==> config.mk <==
export PLATFORM = sky130hd
export DESIGN_NAME = packet_byte_accounting_by_address_class
export DESIGN_NICKNAME = d
export VERILOG_FILES = /design/src/rtl/pbac_pkg.sv /design/src/rtl/pbac_classify.sv /design/src/rtl/pbac_accum.sv /design/src/rtl/packet_byte_accounting_by_address_class.sv
export SDC_FILE = /design/constraint.sdc
export NUM_CORES = 1
export LEC_CHECK = 0
export BUFFER_PORTS_ARGS = -buffer_cell sky130_fd_sc_hd__buf_2
export CORE_AREA = 8 8 242 244
export CTS_BUF_LIST = sky130_fd_sc_hd__clkbuf_16
export CTS_CLUSTER_DIAMETER = 80
export DETAILED_ROUTE_END_ITERATION = 10
export DIE_AREA = 0 0 250 252
export GPL_TIMING_DRIVEN = 1
export SYNTH_ARGS = -nofsm -noshare
export SYNTH_HDL_FRONTEND = slang
export SYNTH_SLANG_ARGS = --single-unit
==> constraint.sdc <==
create_clock -name clock -period 6.28 [get_ports clock]
set_input_delay 1.256 -clock clock [delete_from_list [all_inputs] [get_ports clock]]
set_output_delay 1.256 -clock clock [all_outputs]
set_load 0.05 [all_outputs]
==> src/rtl/pbac_pkg.sv <==
package pbac_pkg;

   localparam logic [15:0] ETYPE_IPV4 = 16'h0800;
   localparam logic [15:0] ETYPE_IPV6 = 16'h86DD;
   localparam logic [15:0] MIN_LEN_V4 = 16'd34;
   localparam logic [15:0] MIN_LEN_V6 = 16'd54;

   // Which running total a counted packet goes to: {egress, private}.
   typedef enum logic [1:0] {
      SEL_IN_PUB   = 2'b00,
      SEL_IN_PRIV  = 2'b01,
      SEL_OUT_PUB  = 2'b10,
      SEL_OUT_PRIV = 2'b11
   } total_sel_type;

   typedef struct packed {
      logic          counted;
      logic          priv;
      total_sel_type sel;
      logic [15:0]   frame_len;
   } class_type;

   typedef struct packed {
      logic [63:0] out_public;
      logic [63:0] out_private;
      logic [63:0] in_public;
      logic [63:0] in_private;
   } totals_type;

endpackage

==> src/rtl/pbac_classify.sv <==
module pbac_classify
   import pbac_pkg::*;
(
   input  logic        egress,
   input  logic [15:0] ethertype,
   input  logic [15:0] frame_len,
   input  logic [15:0] captured_len,
   input  logic [31:0] v4_source,
   input  logic [31:0] v4_dest,
   input  logic [63:0] v6_source_high,
   input  logic [63:0] v6_source_low,
   input  logic [63:0] v6_dest_high,
   input  logic [63:0] v6_dest_low,
   output class_type   cls
);

   logic [31:0] v4_addr;
   logic [63:0] v6_high;
   logic [63:0] v6_low;
   logic [7:0]  o0_v4;
   logic [7:0]  o1_v4;
   logic [7:0]  o0_v6;
   logic [7:0]  o1_v6;
   logic        v4_ok;
   logic        v6_ok;
   logic        v4_priv;
   logic        v6_priv;

   // Egress classifies destination, ingress classifies source.
   assign v4_addr = egress ? v4_dest : v4_source;
   assign v6_high = egress ? v6_dest_high : v6_source_high;
   assign v6_low  = egress ? v6_dest_low : v6_source_low;

   assign o0_v4 = v4_addr[31:24];
   assign o1_v4 = v4_addr[23:16];
   assign o0_v6 = v6_high[63:56];
   assign o1_v6 = v6_high[55:48];

   assign v4_ok = (ethertype == ETYPE_IPV4) && (captured_len >= MIN_LEN_V4);
   assign v6_ok = (ethertype == ETYPE_IPV6) && (captured_len >= MIN_LEN_V6);

   assign v4_priv = (o0_v4 == 8'd0) || (o0_v4 == 8'd10) || (o0_v4 == 8'd127)
                 || ((o0_v4 == 8'd172) && ((o1_v4 & 8'hF0) == 8'h10))
                 || ((o0_v4 == 8'd192) && (o1_v4 == 8'd168))
                 || ((o0_v4 == 8'd169) && (o1_v4 == 8'd254))
                 || ((o0_v4 == 8'd100) && ((o1_v4 & 8'hC0) == 8'h40))
                 || ((o0_v4 & 8'hF0) == 8'hE0)
                 || (v4_addr == 32'hFFFF_FFFF);

   assign v6_priv = (o0_v6 == 8'hFF)
                 || ((o0_v6 == 8'hFE) && ((o1_v6 & 8'hC0) == 8'h80))
                 || ((o0_v6 & 8'hFE) == 8'hFC)
                 || ((v6_high == 64'd0) && (v6_low == 64'd1));

   always_comb begin
      cls.counted   = v4_ok || v6_ok;
      cls.priv      = v4_ok ? v4_priv : (v6_ok && v6_priv);
      cls.sel       = total_sel_type'({egress, cls.priv});
      cls.frame_len = frame_len;
   end

endmodule

==> src/rtl/pbac_accum.sv <==
module pbac_accum
   import pbac_pkg::*;
(
   input  logic       clock,
   input  logic       reset,
   input  logic       load,
   input  class_type  cls,
   output logic       counted,
   output logic       is_private,
   output totals_type totals
);

   totals_type  totals_ff;
   totals_type  totals_in;
   logic        counted_ff;
   logic        priv_ff;
   logic [63:0] sel_total;
   logic [63:0] sum;

   always_comb begin
      unique case (cls.sel)
         SEL_IN_PUB:   sel_total = totals_ff.in_public;
         SEL_IN_PRIV:  sel_total = totals_ff.in_private;
         SEL_OUT_PUB:  sel_total = totals_ff.out_public;
         SEL_OUT_PRIV: sel_total = totals_ff.out_private;
         default:      sel_total = totals_ff.in_public;
      endcase
   end

   assign sum = sel_total + {48'd0, cls.frame_len};

   always_comb begin
      totals_in = totals_ff;
      if (load && cls.counted) begin
         unique case (cls.sel)
            SEL_IN_PUB:   totals_in.in_public   = sum;
            SEL_IN_PRIV:  totals_in.in_private  = sum;
            SEL_OUT_PUB:  totals_in.out_public  = sum;
            SEL_OUT_PRIV: totals_in.out_private = sum;
            default:      totals_in = totals_ff;
         endcase
      end
   end

   // The totals double as the result register: they change only on a load.
   always_ff @(posedge clock) begin
      if (reset) begin
         totals_ff <= '0;
      end else begin
         totals_ff <= totals_in;
      end
   end

   always_ff @(posedge clock) begin
      if (load) begin
         counted_ff <= cls.counted;
         priv_ff    <= cls.counted && cls.priv;
      end
   end

   assign counted    = counted_ff;
   assign is_private = priv_ff;
   assign totals     = totals_ff;

endmodule

==> src/rtl/packet_byte_accounting_by_address_class.sv <==
// A req transfer is registered in the classify stage, then in the count stage, which drives rsp_valid.
// Throughput: one packet per cycle while rsp_stall is low; the count stage holds one 64-bit add per packet.
// A req transfer is still taken while a result waits on rsp_stall, if the classify stage is empty.
// Reset (synchronous, active high) empties both stages and clears all four totals to zero.
module packet_byte_accounting_by_address_class
   import pbac_pkg::*;
(
   input  logic        clock,
   input  logic        reset,
   input  logic        req_valid,
   output logic        req_stall,
   input  logic        req_egress,
   input  logic [15:0] req_ethertype,
   input  logic [15:0] req_frame_len,
   input  logic [15:0] req_captured_len,
   input  logic [31:0] req_v4_source,
   input  logic [31:0] req_v4_dest,
   input  logic [63:0] req_v6_source_high,
   input  logic [63:0] req_v6_source_low,
   input  logic [63:0] req_v6_dest_high,
   input  logic [63:0] req_v6_dest_low,
   output logic        rsp_valid,
   input  logic        rsp_stall,
   output logic        rsp_counted,
   output logic        rsp_is_private,
   output logic [63:0] rsp_egress_public_bytes,
   output logic [63:0] rsp_egress_private_bytes,
   output logic [63:0] rsp_ingress_public_bytes,
   output logic [63:0] rsp_ingress_private_bytes
);

   class_type  cls;
   class_type  stage_ff;
   logic       stage_valid_ff;
   logic       stage_valid_in;
   logic       rsp_valid_ff;
   logic       rsp_valid_in;
   logic       out_ready;
   logic       advance;
   logic       req_take;
   totals_type totals;

   pbac_classify u_classify (
      .egress         (req_egress),
      .ethertype      (req_ethertype),
      .frame_len      (req_frame_len),
      .captured_len   (req_captured_len),
      .v4_source      (req_v4_source),
      .v4_dest        (req_v4_dest),
      .v6_source_high (req_v6_source_high),
      .v6_source_low  (req_v6_source_low),
      .v6_dest_high   (req_v6_dest_high),
      .v6_dest_low    (req_v6_dest_low),
      .cls            (cls)
   );

   assign out_ready = !rsp_valid_ff || !rsp_stall;
   assign advance   = stage_valid_ff && out_ready;
   assign req_stall = stage_valid_ff && !out_ready;
   assign req_take  = req_valid && !req_stall;

   always_comb begin
      stage_valid_in = stage_valid_ff;
      if (advance || !stage_valid_ff) begin
         stage_valid_in = req_take;
      end
      rsp_valid_in = rsp_valid_ff;
      if (out_ready) begin
         rsp_valid_in = advance;
      end
   end

   always_ff @(posedge clock) begin
      if (reset) begin
         stage_valid_ff <= 1'b0;
         rsp_valid_ff   <= 1'b0;
      end else begin
         stage_valid_ff <= stage_valid_in;
         rsp_valid_ff   <= rsp_valid_in;
      end
   end

   // Hold the classified packet until the count stage takes it.
   always_ff @(posedge clock) begin
      if (req_take) begin
         stage_ff <= cls;
      end
   end

   pbac_accum u_accum (
      .clock      (clock),
      .reset      (reset),
      .load       (advance),
      .cls        (stage_ff),
      .counted    (rsp_counted),
      .is_private (rsp_is_private),
      .totals     (totals)
   );

   assign rsp_valid                 = rsp_valid_ff;
   assign rsp_egress_public_bytes   = totals.out_public;
   assign rsp_egress_private_bytes  = totals.out_private;
   assign rsp_ingress_public_bytes  = totals.in_public;
   assign rsp_ingress_private_bytes = totals.in_private;

endmodule

==> results of run 1 <==
cell families (layout without fill, tap and decap cells):
logic type | count (synthesis) | in the layout
fa+ha+maj | 17 | 17
flops | 279 | 279
other cells | 0 | 1
xor+xnor | 50 | 50
compound gates | 322 | 322
simple gates | 706 | 706
mux | 75 | 75
buf+inv | 129 | 728
metrics by stage:
step | cell area (µm²) | hold slack, ns | instances | utilization (%)
floorplan | 14400 | 0.467 | 1578 | -
global placement | 18200 | 0.459 | 2827 | 33.3
detailed placement | 18200 | 0.466 | 2827 | 33.3
CTS | 19100 | 0.475 | 2881 | 34.9
global route | 19100 | 0.500 | 2882 | 34.9
finish | 19100 | 0.476 | 2882 | 34.9
power groups by stage:
stage	clock network (mW)	registers, mW	logic, mW
after floorplan	0	1.97	0.189
after global placement	0	1.89	0.476
after detailed placement	0	1.89	0.483
after CTS	1.70	1.85	0.484
after global routing	1.77	1.86	0.516
final	1.66	1.85	0.482
flip-flops by register name, summed over array words and instances, names as in the netlist:
signal,flops
u_accum.totals,256
stage_ff,19
rsp_valid,1
stage_valid_ff,1
u_accum.counted,1
u_accum.is_private,1
cell usage in the layout (no fill, tap or decap), types with 7 or more instances in the layout:
cell type / instances
xor2_1: 12
edfxtp_1: 21
a311oi_1: 16
xnor2_1: 38
clkbuf_16: 31
buf_4: 26
nor4_1: 91
mux2i_1: 10
or3_1: 7
dfxtp_1: 258
nand2_1: 127
and3_1: 24
nor4b_1: 9
a21oi_1: 80
nor3_1: 38
inv_1: 20
nand3b_1: 11
ha_1: 16
nand3_1: 36
nor2_1: 257
nand4_1: 44
clkinv_2: 8
buf_2: 630
a211oi_1: 160
or4_1: 7
o21ai_0: 18
mux4_2: 57
worst min path at each step:
stage,startpoint,end,cells after the start
4_1_cts,u_accum.totals[6],u_accum.totals[6],2
6_report,u_accum.totals[64],u_accum.totals[64],2
3_3_place_gp,u_accum.totals[200],u_accum.totals[200],2
2_1_floorplan,stage_ff[19],u_accum.counted,0
3_5_place_dp,u_accum.totals[64],u_accum.totals[64],2
5_1_grt,u_accum.totals[134],u_accum.totals[134],2
worst max-delay path: cells and delay by family, from the launching register on:
| kind | cells | cell delay (ns) |
|---|---|---|
| fa+ha+maj | 2 | 0.57 |
| mux | 1 | 0.38 |
| flops | 1 | 1.03 |
| compound gates | 4 | 1.56 |
| buf+inv | 2 | 0.33 |
| simple gates | 3 | 1.18 |
area by class of cell:
type | count | area (µm²) | share of cell area (%)
inverter | 15 | 56.3 | 0.295
multi-input combinational | 1170 | 8060 | 42.2
clock inverter | 23 | 130 | 0.681
timing repair buffer | 659 | 3400 | 17.8
clock buffer | 31 | 776 | 4.06
sequential | 279 | 5800 | 30.3
tap | 704 | 881 | 4.61
antenna | 1 | 2.50 | 0.0131
layer usage:
metal,share of wire [%],GRT usage [%],up-vias
li1,-,-,7129
met1,38,22.4,7336
met2,52,36.8,651
met3,6.3,3.34,112
met4,4.0,7.80,0
met5,0,0,-
==> metrics.yaml, run 1 <==
status: "finished clean"
synthFlopType: "dfxtp_1"
die_y_um: 252
fin_nets: 2545
viasPerCell: 5.28
std_cell_rows: 86
r2r_start: "stage_ff[16]"
drc: 0
synth_fa_ha_area_share_pct: 1.53
synth_common_cells: "nor2_1, dfxtp_1, a211oi_1, nand2_1, clkbuf_1"
ys_seq_area_share_pct: 40.3
synthTopCellsByArea: "dfxtp_1, mux4_2, a211oi_1"
cp.arrival_ns: 5.66
rrSetupSlack_ns: 1.08
cp_max_fo: 22
cts.path.max_buffers: 3
cts_tree: "yes"
via_count: 15228
core_area_um2: 54700
crit_start: "stage_ff[16]"
detail-route-antenna-nets: 0
syn2layout_area_growth_pct: 32.8
grt_pass1_wl_um: 98400
p_int_mw: 2.93
io-pin-count: 633
slew_violations: 0
cpMaxStageDelayCell: "edfxtp_1"
synth_cells: 1578
p_comb_share_pct: 12.0
pwr-share-seq_pct: 46.3
start_util_pct: 26.3
power.density_nw_per_um2: 209
yosysMostFrequentCell: "nor2_1"
cts-root-buf: "clkbuf_16"
criticalPathCategory: "register to register"
slew_headroom_pct: 23.7
yosys.area.top_type: "dfxtp_1"
syn_nets: 1968
dieArea_um2: 63000
globalplace.congestion: 0.910
synth.distinct_cells: 80
synth-edff-count: 21
tightest_slew_ns: 1.14
synth_top_cell_area_share_pct: 35.9
r2r_cells: 12
setup-tns-final_ns: 0
fill_cells: 5582
antenna_found_initial: 5
portBuffers: 631
synthMuxAreaShare_pct: 10.9
ys_ff_latch: 279
critPathLaunchType: "register"
worstPathCellList: "mux4_2 > ha_1 > inv_1 > fa_1 > nor2b_1 > o2111ai_1 > a2111oi_0 > o41ai_2 > buf_4 > or4_4 > or3_4 > a311oi_1"
synth_compound_area_share_pct: 15.5
endpoint_kind: "register"
fmax_mhz: 192
ys_async_sr_fraction_pct: 0
cp-endpoint: "u_accum.totals[56]"
dp_slack_ns: 1.15
grt_setup_unrepaired: "no"
leakagePower_nw: 7.74
hp-class: "register to register"
postSynthAreaPerCell_um2: 9.12
grt_use_total_pct: 19.8
power_mw: 4.00
htreeDepth: 1
synth-xor-area-share_pct: 3.04
firstDrtPassIters: 5
grt_max_degree: 156
yosys.area_share.simple_pct: 24.8
grt.overflow.total: 0
cts_sinks: 279
cts.clk_slew.worst_paths_ns: 0.06
skew_ns: 0.0188
clkPwrFrac_pct: 41.6
cts_inserted_buffers: 30
yosys_warnings: 0
timing.final.crit_share_pct: 82.8
syn_area_um2: 14400
setup_slack_ns: 1.08
hold_buffers: 0
routed_wirelength_um: 66200
fp.dieW_um: 250
peakVddDrop_v: 0.000196
clock_latency_ns: 0.56
drv_cap: 0
drtIter0Drc: 1008
p_sw_share_pct: 26.6
finalSetupViolCount: 0
power.switching_mw: 1.07
rr_endpoint: "u_accum.totals[56]"
routedWlPerCell_um: 23.0
drive_above_1_share_pct: 36.5
synth_top_family_by_area: "simple AND/OR/NAND/NOR gates"
dp_hpwl_um: 52000
max_stage_delay_ns: 1.03
worstPathRequired_ns: 6.74
grt_pass1_vias: 15663
ctsResizeCount: 0
hold_viol: 0
cts_setup_buffers: 0
fin_crit_ns: 5.20
No activity file was read; power rests on OpenSTA's default activity.
==> run 2: changes to the inputs <==
ABC_AREA = 1   (was not set)
clock period = 4.9 ns   (was 6.28 ns; I/O delays follow)
==> run 2 against run 1 <==
Cell count is 38% higher. Die area did not move. Count of clock-buffer cells in the layout grew 1. Cell area increased by 13%. Area after synthesis rose by 17%. Sequential power grew 28%. Fmax increased by 26%. Register-to-register slack worse by 0.30 ns. Core utilization up 4.4 points. Routed wire length increased by 23%. Critical path type unchanged.
==> metrics.yaml, run 2 <==
power.density_nw_per_um2: 258  # +23%
syn_area_um2: 16800  # +17%
largest_register_ffs: 256  # unchanged
drtIter0Drc: 1447  # +44%
routed_wirelength_um: 81300  # +23%
fin_nets: 3646  # +43%
endpoint_kind: "register"
synth_fa_ha_area_share_pct: 1.31  # -0.22 points
std_cell_rows: 86  # unchanged
dp.cells: 3928  # +39%
p_comb_share_pct: 16.7  # +4.7 points
cts.clk_slew.worst_paths_ns: 0.06  # about the same
drive_above_1_share_pct: 24.7  # -12 points
critPathLaunchType: "register"
cpMaxStageDelayCell: "edfxtp_1"
slew_headroom_pct: 36.7  # +13 points
leakagePower_nw: 11.4  # +47%
grt_pass1_wl_um: 118000  # +20%
grt_setup_unrepaired: "no"
status: "finished clean"
cts-root-buf: "clkbuf_16"
finalSetupViolCount: 0  # unchanged
holdWs_ns: 0.485  # +0.00845 ns
synth_top_family_by_area: "simple AND/OR/NAND/NOR gates"
cpMostUsedCell: "nand2_1"
fin_crit_ns: 4.12  # -1.08 ns
final_common_cell: "buf_2"
skew_ns: 0.0183  # -0.000475 ns
slew_violations: 0  # unchanged
synth.distinct_cells: 52  # -35%
globalplace.congestion: 0.964  # +5.9%
crit_family: "simple AND/OR/NAND/NOR gates"
detail-route-antenna-nets: 0  # unchanged
tightest_slew_ns: 0.949  # -0.192 ns
pwr-share-seq_pct: 42.7  # -3.6 points
layout_common_cells: "buf_2, nand2_1, nor2_1, inv_1, o21ai_0"
criticalPathCategory: "register to register"
multi_input_area_um2: 9080  # +13%
fmax_mhz: 243  # +26%
power_mw: 5.55  # +39%
ys_async_sr_fraction_pct: 0  # unchanged
setup_slack_ns: 0.777  # -0.305 ns
drv_cap: 0  # unchanged
ys_seq_area_share_pct: 34.5  # -5.8 points
cts_inserted_buffers: 30  # unchanged
io-pin-count: 633  # unchanged
synth_cells: 2685  # +70%
antenna_found_initial: 27  # +22
start_util_pct: 30.7  # +4.4 points
core_area_um2: 54700  # unchanged
synth_top_cell_area_share_pct: 30.8  # -5.1 points
grt_max_degree: 65  # -58%
ys_ff_latch: 279  # unchanged
max_stage_delay_ns: 0.53  # -0.50 ns
cp.arrival_ns: 4.55  # -1.11 ns
postSynthAreaPerCell_um2: 6.25  # -31%
dp_hpwl_um: 64200  # +23%
synth_compound_area_share_pct: 15.6  # +0.11 points
placed_cell_area_um2: 20500  # +13%
synth-edff-count: 21  # unchanged
syn2layout_area_growth_pct: 28.1
final_area_um2: 21500  # +13%
grt_use_total_pct: 24.4  # +4.6 points
cts_setup_buffers: 0  # unchanged
dp_slack_ns: 0.782  # -0.366 ns
die_y_um: 252  # unchanged
clkPwrFrac_pct: 40.6  # -1.0 points
routedWlPerCell_um: 20.4  # -11%
hold_buffers: 0  # unchanged
setup-tns-final_ns: 0  # unchanged
ctsResizeCount: 0  # unchanged
yosys.area_share.simple_pct: 34.8  # +10 points
synth-xor-area-share_pct: 1.90  # -1.1 points
synthTopCellsByArea: "dfxtp_1, nand2_1, nor2_1"
yosys_warnings: 0  # unchanged
cts_sinks: 279  # unchanged
peakVddDrop_v: 0.000236  # +20%
htreeDepth: 1  # unchanged
register_area_um2: 5800  # unchanged
crit_buf_inv: 5  # +3
p_sw_share_pct: 29.5  # +2.9 points
grt_pass1_vias: 18476  # +18%
timing.final.crit_share_pct: 84.1  # +1.4 points
fp.dieW_um: 250  # unchanged
fill_cells: 6041  # +8.2%
synth_common_cells: "nand2_1, nor2_1, inv_1, o21ai_0, dfxtp_1"
hp-class: "register to register"
power.switching_mw: 1.64  # +54%
hold_viol: 0  # unchanged
dieArea_um2: 63000  # unchanged
cts.path.max_buffers: 3  # unchanged
fin_util_pct: 39.3  # +4.4 points
yosysMostFrequentCell: "nand2_1"
viasPerCell: 4.85  # -8.1%
clock_latency_ns: 0.58  # +0.02 ns
firstDrtPassIters: 5  # unchanged
synthFlopType: "dfxtp_1"
yosys.area.top_type: "dfxtp_1"
syn_nets: 3075  # +56%
grt.overflow.total: 0  # unchanged
p_int_mw: 3.91  # +33%
worstPathCellList: "inv_6 > nand2_4 > inv_4 > a221oi_1 > nand2_1 > o21ai_0 > inv_1 > ha_1 > inv_1 > fa_1 > inv_1 > nand3_1 > nand2_1 > nand2_1 > nand2_1 > nand2_1 > nand2_1 > nand3_1 > nand2_1 > nand2_1 > nor2_4 > xor2_2 > a21oi_1"
via_count: 19357  # +27%
worstPathRequired_ns: 5.33  # -1.41 ns
drc: 0  # unchanged
cp_max_fo: 19  # -14%
fin_cells: 3988  # +38%
cts_tree: "yes"
synthMuxAreaShare_pct: 0.298  # -11 points
portBuffers: 631  # unchanged
-- run 2: kinds of logic (layout without fill, tap and decap cells) --
logic type                 after synthesis  in the layout
buffers and inverters                  482           1075
muxes                                    5              5
adders and majority gates               17             17
DFF                                    279            279
xor gates and xnor gates                33             33
AOI/OAI and AO/OA                      488            488
other                                    0              6
and+or+nand+nor                       1381           1381
-- run 2: power by group through the flow --
stage / Combinational, mW / Clock (mW) / Sequential [mW]
5_1_grt: 1.01 / 2.38 / 2.37
3_5_place_dp: 0.923 / 0 / 2.42
4_1_cts: 0.927 / 2.29 / 2.37
6_report: 0.925 / 2.25 / 2.37
3_3_place_gp: 0.920 / 0 / 2.42
2_1_floorplan: 0.447 / 0 / 2.51
-- run 2: area by class of cell --
cell class	count	area share (%)
Timing Repair Buffer	664	15.9
Antenna cell	6	0.0698
Clock inverter	22	0.722
Multi-Input combinational cell	1924	42.2
Tap cell	704	4.10
Sequential cell	279	27.0
Inverter	357	6.29
Clock buffer	32	3.72
-- run 2: layer usage --
layer / vias to the layer above / global-route usage [%] / part of all wire (%)
li1: 9673 / - / -
met1: 8770 / 27.5 / 39
met2: 758 / 45.4 / 51
met3: 150 / 3.39 / 5.4
met4: 6 / 10.8 / 4.5
met5: - / 0 / 0.047
-- run 2: final timing paths --
kind / from / to / slack [ns] / cells after the start
max: stage_ff[17] / u_accum.totals[38] / 0.78 / 23
min: stage_valid_ff / rsp_valid / 0.48 / 2
max reg2reg: stage_ff[17] / u_accum.totals[38] / 0.78 / 23
min reg2reg: stage_valid_ff / rsp_valid / 0.48 / 2
-- run 2: worst reg2reg max path, delay by kind of cell, from the launching register on --
family,cells,cell delay (ns)
and+or+nand+nor,12,1.79
DFF,1,0.53
AOI/OAI and AO/OA,3,0.22
adders and majority gates,2,0.57
xor gates and xnor gates,1,0.30
buffers and inverters,5,0.59
